--- config.mk ---
export PLATFORM = sky130hd
export DESIGN_NAME = multi_tap_keypad_decoder_core
export DESIGN_NICKNAME = d
export VERILOG_FILES = /design/src/rtl/mtkd_pkg.sv /design/src/rtl/mtkd_step.sv /design/src/rtl/multi_tap_keypad_decoder_core.sv
export SDC_FILE = /design/constraint.sdc
export NUM_CORES = 1
export LEC_CHECK = 0
export BUFFER_PORTS_ARGS = -buffer_cell sky130_fd_sc_hd__clkbuf_2
export CORE_AREA = 2 2 91 93
export DETAILED_ROUTE_END_ITERATION = 8
export DIE_AREA = 0 0 93 95
export PLACE_DENSITY = 0.78
export SYNTH_ARGS = -nofsm -noshare
export SYNTH_HDL_FRONTEND = slang
export SYNTH_SLANG_ARGS = --single-unit
--- constraint.sdc ---
create_clock -name clk -period 4.1 [get_ports clk]
set_input_delay 0.41 -clock clk [delete_from_list [all_inputs] [get_ports clk]]
set_output_delay 0.41 -clock clk [all_outputs]
set_load 0.02 [all_outputs]
--- src/rtl/mtkd_pkg.sv ---
// Shared types, codes and the two fixed key layouts of the multi-tap keypad decoder.
// No dependencies; imported by mtkd_step and multi_tap_keypad_decoder_core.
`default_nettype none

package mtkd_pkg;

  typedef enum logic [1:0] {
    CMD_POLL   = 2'd0,
    CMD_PRESS  = 2'd1,
    CMD_ENTER  = 2'd2,
    CMD_ESCAPE = 2'd3
  } cmd_t;

  localparam logic [2:0] REG_SHIFT_KEY  = 3'd0;
  localparam logic [2:0] REG_SWITCH_KEY = 3'd1;
  localparam logic [2:0] REG_ESCAPE_KEY = 3'd2;
  localparam logic [2:0] REG_NONE_KEY   = 3'd3;
  localparam logic [2:0] REG_COMMIT     = 3'd4;

  localparam logic [7:0] MARK_SHIFT     = 8'h01;
  localparam logic [7:0] MARK_SWITCH    = 8'h02;
  localparam logic [7:0] CASE_OFFSET    = 8'h20;
  localparam logic [7:0] CODE_NEWLINE   = 8'h0A;
  localparam logic [7:0] CODE_BACKSPACE = 8'h08;
  localparam logic [7:0] CODE_QUOTE     = 8'h22;
  localparam logic [7:0] CHAR_A         = 8'h61;
  localparam logic [7:0] CHAR_Z         = 8'h7A;
  localparam logic [3:0] COUNT_TOP      = 4'd15;
  localparam logic [2:0] COL_MAX        = 3'd4;

  typedef struct packed {
    logic [7:0] shift_key_code;
    logic [7:0] switch_key_code;
    logic [7:0] escape_key_code;
    logic [7:0] none_key_code;
    logic [3:0] commit_polls;
  } cfg_t;

  typedef struct packed {
    logic       layout_sel;
    logic       single_latched;
    logic       shift_flag;
    logic [7:0] pending_code;
    logic [3:0] poll_count;
  } state_t;

  typedef struct packed {
    logic       numeric_layout;
    logic       shift_on;
    logic [7:0] key_code;
  } result_t;

  typedef struct packed {
    logic [7:0] second;
    logic [7:0] first;
  } key_syms_t;

  // Index: layout, table row, column. Unused columns read as an empty key.
  function automatic key_syms_t key_lookup(input logic layout, input logic [1:0] trow,
                                           input logic [2:0] col);
    key_syms_t k;
    k = '0;
    case ({layout, trow, col})
      6'b0_00_000: k = '{"w", "q"};
      6'b0_00_001: k = '{"r", "e"};
      6'b0_00_010: k = '{"y", "t"};
      6'b0_00_011: k = '{"i", "u"};
      6'b0_00_100: k = '{"p", "o"};
      6'b0_01_000: k = '{"s", "a"};
      6'b0_01_001: k = '{"f", "d"};
      6'b0_01_010: k = '{"h", "g"};
      6'b0_01_011: k = '{"k", "j"};
      6'b0_01_100: k = '{CODE_QUOTE, "l"};
      6'b0_10_000: k = '{"x", "z"};
      6'b0_10_001: k = '{"v", "c"};
      6'b0_10_010: k = '{"n", "b"};
      6'b0_10_011: k = '{",", "m"};
      6'b0_10_100: k = '{8'h00, CODE_BACKSPACE};
      6'b0_11_000: k = '{8'h00, MARK_SHIFT};
      6'b0_11_001: k = '{8'h00, " "};
      6'b0_11_010: k = '{8'h00, " "};
      6'b0_11_011: k = '{8'h00, MARK_SWITCH};
      6'b1_00_000: k = '{8'h00, "1"};
      6'b1_00_001: k = '{8'h00, "2"};
      6'b1_00_010: k = '{8'h00, "3"};
      6'b1_00_011: k = '{8'h00, "+"};
      6'b1_00_100: k = '{8'h00, "*"};
      6'b1_01_000: k = '{8'h00, "4"};
      6'b1_01_001: k = '{8'h00, "5"};
      6'b1_01_010: k = '{8'h00, "6"};
      6'b1_01_011: k = '{8'h00, "-"};
      6'b1_01_100: k = '{8'h00, "/"};
      6'b1_10_000: k = '{8'h00, "7"};
      6'b1_10_001: k = '{8'h00, "8"};
      6'b1_10_010: k = '{8'h00, "9"};
      6'b1_10_011: k = '{8'h00, "="};
      6'b1_10_100: k = '{8'h00, CODE_BACKSPACE};
      6'b1_11_000: k = '{8'h00, "."};
      6'b1_11_001: k = '{8'h00, "0"};
      6'b1_11_010: k = '{")", "("};
      6'b1_11_011: k = '{8'h00, MARK_SWITCH};
      default:     k = '0;
    endcase
    return k;
  endfunction

endpackage

`default_nettype wire

--- src/rtl/mtkd_step.sv ---
// Next-state and result logic for one decoder event (press, poll, enter, escape).
// Depends on mtkd_pkg for the layout table, command codes and state types.
`default_nettype none

module mtkd_step import mtkd_pkg::*; (
  input  var cfg_t       cfg,
  input  var state_t     st,
  input  var cmd_t       cmd,
  input  wire [1:0]      scan_row,
  input  wire [2:0]      scan_col,
  output var state_t     st_next,
  output var result_t    res
);

  key_syms_t  k;
  logic [7:0] resolved;
  logic [3:0] count_inc;

  always_comb begin
    k = key_lookup(st.layout_sel, ~scan_row, scan_col);
    if (k.first == MARK_SHIFT) begin
      resolved = cfg.shift_key_code;
    end else if (k.first == MARK_SWITCH) begin
      resolved = cfg.switch_key_code;
    end else begin
      resolved = k.first;
    end
    count_inc = (st.poll_count < COUNT_TOP) ? st.poll_count + 4'd1 : st.poll_count;
  end

  always_comb begin
    st_next = st;
    res.key_code = cfg.none_key_code;
    unique case (cmd)
      CMD_POLL: begin
        if (st.single_latched) begin
          st_next.single_latched = 1'b0;
          st_next.poll_count = '0;
          st_next.pending_code = '0;
          if (st.pending_code == cfg.shift_key_code) begin
            st_next.shift_flag = ~st.shift_flag;
          end else if (st.pending_code == cfg.switch_key_code) begin
            st_next.layout_sel = ~st.layout_sel;
          end else begin
            res.key_code = st.pending_code;
          end
        end else begin
          st_next.poll_count = count_inc;
          if (count_inc > cfg.commit_polls) begin
            st_next.poll_count = '0;
            st_next.pending_code = '0;
            res.key_code = st.pending_code;
            if (st.shift_flag && st.pending_code >= CHAR_A && st.pending_code <= CHAR_Z) begin
              res.key_code = st.pending_code - CASE_OFFSET;
              st_next.shift_flag = 1'b0;
            end
          end
        end
      end
      CMD_PRESS: begin
        if (scan_col <= COL_MAX && k.first != 8'h00) begin
          if (k.second == 8'h00) begin
            st_next.single_latched = 1'b1;
            st_next.pending_code = resolved;
          end else begin
            st_next.single_latched = 1'b0;
            st_next.poll_count = '0;
            st_next.pending_code = (st.pending_code == k.first) ? k.second : k.first;
          end
        end
      end
      CMD_ENTER: begin
        st_next.single_latched = 1'b1;
        st_next.pending_code = CODE_NEWLINE;
      end
      CMD_ESCAPE: begin
        st_next.single_latched = 1'b1;
        st_next.pending_code = cfg.escape_key_code;
      end
      default: ;
    endcase
    res.shift_on = st_next.shift_flag;
    res.numeric_layout = st_next.layout_sel;
  end

endmodule

`default_nettype wire

--- src/rtl/multi_tap_keypad_decoder_core.sv ---
// Multi-tap keypad decoder: input register, event logic, result register.
// Depends on mtkd_pkg and mtkd_step.
//
// Each transfer on the slave side is an event: a poll tick, a matrix press, or the enter or
// escape button. Only polls yield a result transfer, carrying the emitted character (or the
// "none" code) with the shift and layout state after the poll. One event is taken per cycle
// unless a stalled poll holds the input register; the decode step runs combinationally from
// input register to result register, so a poll's result is registered when the poll leaves
// the input register. The result register lets the next events keep flowing while a result
// waits; only a poll that would overwrite an untaken result stalls. Configuration writes take
// effect at the next clock edge and are meant to happen while no event is in flight.
`default_nettype none

module multi_tap_keypad_decoder_core import mtkd_pkg::*; (
  input  wire        clk,
  input  wire        rst,
  input  wire        s_axis_tvalid,
  output logic       s_axis_tready,
  input  wire [7:0]  s_axis_tdata,  // [1:0] scan_row, [4:2] scan_col, rest zero
  input  wire [1:0]  s_axis_tuser,  // [1:0] command
  output logic       m_axis_tvalid,
  input  wire        m_axis_tready,
  output logic [15:0] m_axis_tdata, // [7:0] key_code, [8] shift_on, [9] numeric_layout
  input  wire        cfg_we,
  input  wire [2:0]  cfg_index,
  input  wire [7:0]  cfg_data
);

  cfg_t       cfg;
  state_t     st;
  state_t     st_next;
  result_t    res;
  logic       in_valid;
  cmd_t       in_cmd;
  logic [1:0] in_row;
  logic [2:0] in_col;
  logic       adv;

  always_comb begin
    adv = in_valid && (in_cmd != CMD_POLL || !m_axis_tvalid || m_axis_tready);
    s_axis_tready = !in_valid || adv;
  end

  mtkd_step u_step (
    .cfg      (cfg),
    .st       (st),
    .cmd      (in_cmd),
    .scan_row (in_row),
    .scan_col (in_col),
    .st_next  (st_next),
    .res      (res)
  );

  always_ff @(posedge clk) begin
    if (rst) begin
      cfg.shift_key_code  <= 8'd1;
      cfg.switch_key_code <= 8'd2;
      cfg.escape_key_code <= 8'd27;
      cfg.none_key_code   <= 8'd0;
      cfg.commit_polls    <= 4'd10;
    end else if (cfg_we) begin
      case (cfg_index)
        REG_SHIFT_KEY:  cfg.shift_key_code  <= cfg_data;
        REG_SWITCH_KEY: cfg.switch_key_code <= cfg_data;
        REG_ESCAPE_KEY: cfg.escape_key_code <= cfg_data;
        REG_NONE_KEY:   cfg.none_key_code   <= cfg_data;
        REG_COMMIT:     cfg.commit_polls    <= cfg_data[3:0];
        default: ;
      endcase
    end
  end

  always_ff @(posedge clk) begin
    if (rst) begin
      in_valid <= 1'b0;
    end else if (s_axis_tready) begin
      in_valid <= s_axis_tvalid;
    end
  end

  always_ff @(posedge clk) begin
    if (s_axis_tready && s_axis_tvalid) begin
      in_cmd <= cmd_t'(s_axis_tuser);
      in_row <= s_axis_tdata[1:0];
      in_col <= s_axis_tdata[4:2];
    end
  end

  always_ff @(posedge clk) begin
    if (rst) begin
      st <= '0;
    end else if (adv) begin
      st <= st_next;
    end
  end

  always_ff @(posedge clk) begin
    if (rst) begin
      m_axis_tvalid <= 1'b0;
    end else if (adv && in_cmd == CMD_POLL) begin
      m_axis_tvalid <= 1'b1;
    end else if (m_axis_tready) begin
      m_axis_tvalid <= 1'b0;
    end
  end

  always_ff @(posedge clk) begin
    if (adv && in_cmd == CMD_POLL) begin
      m_axis_tdata <= {6'd0, res};
    end
  end

  a_poll_gives_result: assert property (@(posedge clk) disable iff (rst)
    (adv && in_cmd == CMD_POLL) |=> m_axis_tvalid)
    else $error("poll transfer left no result");

  a_enter_latches: assert property (@(posedge clk) disable iff (rst)
    (adv && in_cmd == CMD_ENTER) |=> (st.single_latched && st.pending_code == CODE_NEWLINE))
    else $error("enter did not latch newline");

  a_empty_stage_ready: assert property (@(posedge clk) disable iff (rst)
    !in_valid |-> s_axis_tready)
    else $error("empty input stage refused a transfer");

  a_result_not_lost: assert property (@(posedge clk) disable iff (rst)
    (m_axis_tvalid && !m_axis_tready) |-> !(adv && in_cmd == CMD_POLL))
    else $error("pending result overwritten");

endmodule

`default_nettype wire

### Word level (Yosys, flattened, before mapping)

Memory sizes are Yosys's and may differ from the RTL's.
Cells that the tools add are included.

| word-level totals | value |
|---|---|
| register bits | 70 |
| word-level logic and storage cells | 98 |
| bits of input ports | 26 |
| bits in read-only memories | 896 |
| memories | 1 |

| operators by class | value |
|---|---|
| reductions and logical operators | 27 |
| add/subtract/negate cells | 2 |
| mux-type cells | 29 |
| equal/unequal tests | 15 |
| $lt $le $gt $ge | 5 |
| bitwise operators | 3 |

Memory list:

| name | words | width | rd ports | clocked after memory_dff | write ports | RTL line | RTL |
|---|---|---|---|---|---|---|---|
| (name not given) | 64 | 14 | 1 | 0 | 0 | mtkd_pkg.sv:63 | `case ({layout, trow, col})` |

Operators with widths:

| cell | count |
|---|---|
| 8-bit 2-to-1 mux | 10 |
| 8-bit case mux with 4 select lines | 1 |
| 13-bit 2-to-1 mux | 2 |
| 8-bit == test | 3 |
| 12-bit 2-to-1 mux | 1 |
| 2-bit AND reduction | 6 |
| 1-bit 2-to-1 mux | 10 |
| 8-bit by 1-bit == test with 1-bit output (second input constant) | 1 |
| 8-bit by 2-bit == test with 1-bit output (second input constant) | 1 |
| 8-bit by 7-bit greater-or-equal comparator with 1-bit output (second input constant) | 1 |
| 8-bit by 7-bit less-or-equal comparator with 1-bit output (second input constant) | 1 |
| 8-bit zero test | 1 |
| 4-bit 2-to-1 mux | 2 |
| 4-bit case mux with 2 select lines | 1 |
| 8-bit nonzero test | 1 |
| 8-bit by 6-bit subtractor with 8-bit output (second input constant) | 1 |
| 3-bit by 2-bit == test with 1-bit output (second input constant) | 2 |
| 1-bit logical AND | 6 |
| 2-bit nonzero test | 3 |
| 4-bit by 1-bit adder with 4-bit output (second input constant) | 1 |
| 2-bit == test (second input constant) | 2 |
| 4-bit > comparator | 1 |
| 4-bit less-than comparator (second input constant) | 1 |
| 4-bit AND reduction | 1 |
| 17 further kinds | 21 |

### Logic depth before layout (Yosys ltp)

An unclocked memory read counts as a cell.

| depth | value |
|---|---|
| word-level depth | 8 |
| depth in mapped cells | 13 |

### Modules after synthesis

From an unflattened synthesis, not the netlist that was laid out.

| unflattened totals | value |
|---|---|
| cells, all modules | 569 |
| area total of the unflattened synthesis | 4827.1 um^2 |

Modules (own cells, without submodules):

| module | cells an instance | sequential area each (um^2) | area each (um^2) | instances |
|---|---|---|---|---|
| multi_tap_keypad_decoder_core | 238 | 1571.5 | 2687.6 | 1 |
| mtkd_step | 331 | 0.0 | 2139.6 | 1 |

### Worst setup path after synthesis

OpenSTA, ideal clock, no wires.

| timing path | value |
|---|---|
| path type | flip-flop to flip-flop |
| start point | reg, netlist name st[0] |
| end point | reg, netlist name st[9] |
| path buffers | 1 |
| setup slack | 1.088 ns |
| required time | 3.983 ns |
| stages on the path, launching flop included | 14 |
| arrival | 2.895 ns |
| period minus slack after synthesis | 3.012 ns |
| cells stage by stage | dfxtp_1 -> ha_1 -> nand3_1 -> mux2_2 -> ha_1 -> nor2b_1 -> o21a_1 -> o21a_1 -> o21ai_0 -> nand3b_1 -> o211ai_2 -> buf_2 -> nor2_1 -> a22o_1 |

| between the ends | value |
|---|---|
| word-level cells in the longest chain between the ends | 5 |
| elaborated cells on any way between the ends | 6 |
| those cells by class | 1 x add/sub; 2 x order compare; 1 x eq/ne; 1 x mux; 1 x reduce/logical |

RTL lines:

| item | RTL line | RTL |
|---|---|---|
| 4-bit by 1-bit adder with 4-bit output / 4-bit less-than comparator (equally long branches) | mtkd_step.sv:28 | `count_inc = (st.poll_count < COUNT_TOP) ? st.poll_count + 4'd1 : st.poll_count;` |
| 4-bit 2-to-1 mux (*) | mtkd_step.sv:28 |  |
| 4-bit > comparator (*) | mtkd_step.sv:49 | `if (count_inc > cfg.commit_polls) begin` |
| 3-bit by 2-bit inequality test with 1-bit output (no line) (*) | - |  |
| 3-bit AND reduction (no line) (*) | - |  |

Mark *: on every way between the ends. The rest lies on a longest branch, timed or not.
A chain may end at the register's enable or synchronous reset.

### Worst setup path after layout

| timing path | value |
|---|---|
| start point | reg in_col[1] |
| end point | reg, netlist name st[7] |

| between the ends | value |
|---|---|
| word-level cells in the longest chain between the ends | 7 |
| elaborated cells on any way between the ends | 16 |
| those cells by class | 1 x order compare; 4 x eq/ne; 6 x mux; 4 x reduce/logical; 1 x memory |

RTL lines:

| item | RTL line | RTL |
|---|---|---|
| start: declaration | multi_tap_keypad_decoder_core.sv:36 | `logic [2:0] in_col;` |
| start signal: assignment | multi_tap_keypad_decoder_core.sv:85 | `in_col <= s_axis_tdata[4:2];` |
| memory read 64 x 14 bit | - |  |
| 8-bit by 2-bit == test with 1-bit output | mtkd_step.sv:23 | `end else if (k.first == MARK_SWITCH) begin` |
| 8-bit 2-to-1 mux | mtkd_step.sv:23 |  |
| 8-bit 2-to-1 mux | mtkd_step.sv:21 | `if (k.first == MARK_SHIFT) begin` |
| 8-bit 2-to-1 mux | mtkd_step.sv:62 | `if (k.second == 8'h00) begin` |
| 12-bit 2-to-1 mux | mtkd_step.sv:61 | `if (scan_col <= COL_MAX && k.first != 8'h00) begin` |
| 8-bit case mux with 4 select lines | mtkd_step.sv:34 | `unique case (cmd)` |

Parallel ways exist; a longest one is shown, timed or not. The select of a mux whose other input is x is not followed.

==> results.md <==
- The number of rows created at floorplan is 33.
- The post-cts gate resize count is 0.
- For the pin with the worst max-slew slack, the measured transition is 882 ps.
- The data arrival time of the critical path is 4010 ps.
- The flow ran to the end, and the final reports show no timing, DRC or antenna violations.
- During synthesis, Yosys emitted a total of 0 warnings.
- Global routing consumed, on the met1 layer, between 30% and 40% of the routing resources.
- The core region is just under 8000 sq um.
- The critical path launch point is in_col[1].
- Across the run, the number of max-cap violations was 0.
- Setup slack on the worst reg-to-reg path comes out at between 300 and 400 ps.
- The met3 track demand over resource in global routing is 4.15%.
- The post-route netlist has 14.7% of its cells at a drive strength greater than 1.
- The global placement routability congestion is 0.952.
- Summed over all layers, the routed wires come to 11.9 mm.
- Final hold analysis gives a worst-case slack of 220 ps.
- For this run, asynchronously set or reset flops after synthesis account for 0%.
- Synthesis produced ~540 cells.
- In this run the deepest clock path goes through 2 buffers.
- The setup total negative slack is 0 ps.
- For hold timing, the worst endpoint is in_cmd[1].
- After clock tree synthesis, the setup repair step added 0 buffers.
- The initial antenna violation count is 0.
- The final number of hold-violating endpoints is 0.
- The number of placed I/O pins is 44.
- For this run, the slowest stage of the critical path takes 510 ps.
- The worst hold path begins at s_axis_tuser[1].
- Compared with the post-synthesis result, the final layout area differs by 8.26%.
- The busiest layer in global routing is met2.
- The buffer cell driving the clock tree root is sky130_fd_sc_hd__clkbuf_8.
- The final route contains between 4000 and 5000 vias.
- The total global routing overflow is 0.
- The number of H-tree levels is 3.
- The worst setup path is launched from a register.
- The maximum fanout along the worst path is 16.
- The number of antenna cells inserted is 0.
- The number of nets in the layout is approximately 600.
- The length of the first detailed-routing pass in iterations is 5.
- The worst slack at placement is approximately 440 ps.
- For this block, the initial DRC count from the detailed router was between 500 and 600.
- The number of enable-type register cells in the synthesized netlist is 17.
- The path type of the worst min-delay path is in -> reg.
- Setup violations remaining at the end of the flow were counted as 0.
- In this run the remaining antenna-violating nets after routing total 0.
- The power per cell area is about 340 nW/um^2.
- The top cell type by area accounts for between 20% and 30% of the synthesized area.
- The die is about 95 microns tall.
- The CTS tree is done.
- The max-slew violation count is 0.
- The maximum number of pins on one net before global-route repair is 43.
- Summing every instance area after synthesis gives about 4600 sq um.
- Setup repair after global routing left no endpoint under its margin.
- Once the floorplan was initialized, standard cells occupied a little under three fifths of the core.
- In this run the static leakage power is between 1.5 and 2 nW.
- The worst setup path is captured at a register.
- The count of hold buffers inserted by post-cts repair is 0.
- The die covers between 8000 and 9000 sq um.
- The reg-to-reg critical path startpoint is in_col[1].
- The sequential share of the synthesized area is 34.4%.
- After synthesis, the mean cell area works out to ~8.4 sq um.
- The cell depth of the worst hold path is 1.
- Cells fill approximately 62% of the core in the end.
- The worst reg-to-reg path cell count is 10.
- The capture point of the worst reg-to-reg path is st[7].
- By area the synthesized netlist is led by sky130_fd_sc_hd__dfxtp_1 23%, sky130_fd_sc_hd__edfxtp_1 11%, sky130_fd_sc_hd__nand2_1 7.4%.
- The mean routed wirelength per cell is ~18 microns.
- The first global-routing pass estimated a little under 20 mm of wire.
- The count of filler cells inserted in the layout is between 700 and 800.
- The commonest cells after synthesis are 90 x sky130_fd_sc_hd__nand2_1, 53 x sky130_fd_sc_hd__dfxtp_1, 42 x sky130_fd_sc_hd__a21oi_1.
- After detailed routing, the number of remaining DRC violations is 0.
- For this run, the top clock speed supported by timing is 0.267 GHz.
- The worst setup skew after layout is 7.98 ps.
- The HPWL after detailed placement is 8.67 mm.
- The overall die width is roughly 93 microns.
- The smallest setup slack after layout is approximately 360 ps.
- The number of distinct library cells after synthesis is 86.
- Synthesis inferred 70 register bits.
- The routed via count divided by cell count is ~6.3.
- The number of global-route vias before repair came to 3886.
- The peak supply drop is between 200 and 300 uV.
- Traced cell by cell, the critical path runs through inv_1, ha_1, a21boi_0, o21ai_1, a21boi_1, nor3_4, a21boi_4, o211ai_2, or3_1, o32ai_1.
- The worst setup path category is reg -> reg.
- The source-to-sink clock delay at the later pin of the worst-skew pair is approximately 360 ps.
- STA puts the critical path data required time at ~4400 ps.
- The overall track demand over capacity in global routing is 28.2%.
- The smallest clock period supported by the final layout is computed as about 3700 ps.
- The post-route clock period utilization is ~91%.
- Buffers placed on the I/O ports in this run total 34.
- By instance count, the leading cell after synthesis is sky130_fd_sc_hd__nand2_1.
- After clock tree synthesis, the clock-pin slew on the worst setup and hold paths is roughly 80 ps.
- On the critical path, the stage with the largest delay is an instance of sky130_fd_sc_hd__edfxtp_1.
- The number of clock sinks seen by CTS is 70.
- The worst max-slew margin expressed relative to the limit is 41.2%.
- The total clock buffers created by CTS is 9.
- The most instantiated flip-flop cell in the synthesis netlist is sky130_fd_sc_hd__dfxtp_1.
- The biggest area consumer among synthesized cells is sky130_fd_sc_hd__dfxtp_1.
- For this run, global-route usage on met2 was measured as approximately 48%.
## registers in the layout (all words and copies together), names as in the netlist
register / count
in_valid: 1
in_col: 3
m_axis_tdata: 10
m_axis_tvalid: 1
st: 15
in_row: 2
in_cmd: 2
cfg: 36
## cell families (layout without fill, tap and decap cells)
| logic type | after synthesis | after routing | synth area share [%] |
|---|---|---|---|
| other cells | 1 | 6 | 0.0822 |
| simple gates | 215 | 215 | 23.5 |
| xor+xnor | 24 | 24 | 4.61 |
| buf+inv | 58 | 75 | 6.58 |
| flops | 70 | 70 | 34.4 |
| compound gates | 139 | 139 | 22.3 |
| fa+ha+maj | 13 | 13 | 3.57 |
| mux | 22 | 22 | 4.96 |
## where the power goes
part / switching (mW) / leakage [nW] / internal, mW
Clock: 0.285 / 0.124 / 0.377
Combinational: 0.159 / 1.17 / 0.0975
Sequential: 0.0341 / 0.594 / 0.725
Total: 0.478 / 1.88 / 1.20
## metrics by stage
stage / power [mW] / instance area [sq um] / instances
finish: 1.68 / 4940 / 669
global route: 1.74 / 4940 / 669
CTS: 1.67 / 4940 / 669
detailed placement: 1.02 / 4690 / 653
global placement: 1.02 / 4690 / 653
floorplan: 0.965 / 4580 / 547
## layout make-up
type	instances	area, sq um	area share (%)
inverter	20	75.1	1.52
multi-input combinational	419	2710	54.9
clock inverter	4	56.3	1.14
timing repair buffer	39	208	4.21
tap	105	131	2.66
clock buffer	12	188	3.80
sequential	70	1570	31.8
## cells in the final DEF, fill, tap and decap left out, types with 4 or more instances in the layout
cell | synthesis | routed
sky130_fd_sc_hd__conb_1 | 1 | 6
sky130_fd_sc_hd__nand2b_1 | 7 | 7
sky130_fd_sc_hd__nor3_1 | 8 | 8
sky130_fd_sc_hd__xnor2_1 | 16 | 16
sky130_fd_sc_hd__dfxtp_1 | 53 | 53
sky130_fd_sc_hd__nand2_1 | 90 | 90
sky130_fd_sc_hd__o31ai_1 | 6 | 6
sky130_fd_sc_hd__and3_1 | 7 | 7
sky130_fd_sc_hd__buf_4 | 10 | 5
sky130_fd_sc_hd__inv_1 | 18 | 18
sky130_fd_sc_hd__nand3_1 | 17 | 17
sky130_fd_sc_hd__ha_1 | 13 | 13
sky130_fd_sc_hd__a21oi_1 | 42 | 42
sky130_fd_sc_hd__a31oi_1 | 10 | 10
sky130_fd_sc_hd__o2111ai_1 | 4 | 4
sky130_fd_sc_hd__and2_1 | 4 | 4
sky130_fd_sc_hd__xor2_1 | 8 | 8
sky130_fd_sc_hd__o21ai_0 | 15 | 15
sky130_fd_sc_hd__clkbuf_2 | 0 | 34
sky130_fd_sc_hd__mux2_2 | 5 | 5
sky130_fd_sc_hd__a22o_1 | 4 | 4
sky130_fd_sc_hd__nand4_1 | 5 | 5
sky130_fd_sc_hd__edfxtp_1 | 17 | 17
sky130_fd_sc_hd__nor2_1 | 38 | 38
sky130_fd_sc_hd__a22oi_1 | 4 | 4
sky130_fd_sc_hd__clkbuf_8 | 0 | 10
sky130_fd_sc_hd__mux2i_1 | 17 | 17
sky130_fd_sc_hd__nor2b_1 | 8 | 8
## layer usage
layer  up-vias  share of wire [%]
li1       1983                  -
met3        46                7.1
met4         0                3.9
met5         -                  0
met1      1978                 41
met2       202                 48
## worst max-delay path by stage
stage / slack (ps) / cells past startpoint / end
after global placement: 550 / 10 / st[7]
final: 360 / 10 / st[7]
after floorplan: 1090 / 13 / st[9]
after CTS: 410 / 10 / st[7]
after global routing: 90 / 10 / st[7]
after detailed placement: 440 / 10 / st[7]
## critical path: cells and delay by family, from the launching register on
family,cells,cell delay [ps]
compound gates,6,1780
fa+ha+maj,1,510
buf+inv,1,180
flops,1,510
simple gates,2,660
No activity file was read; power rests on OpenSTA's default activity.
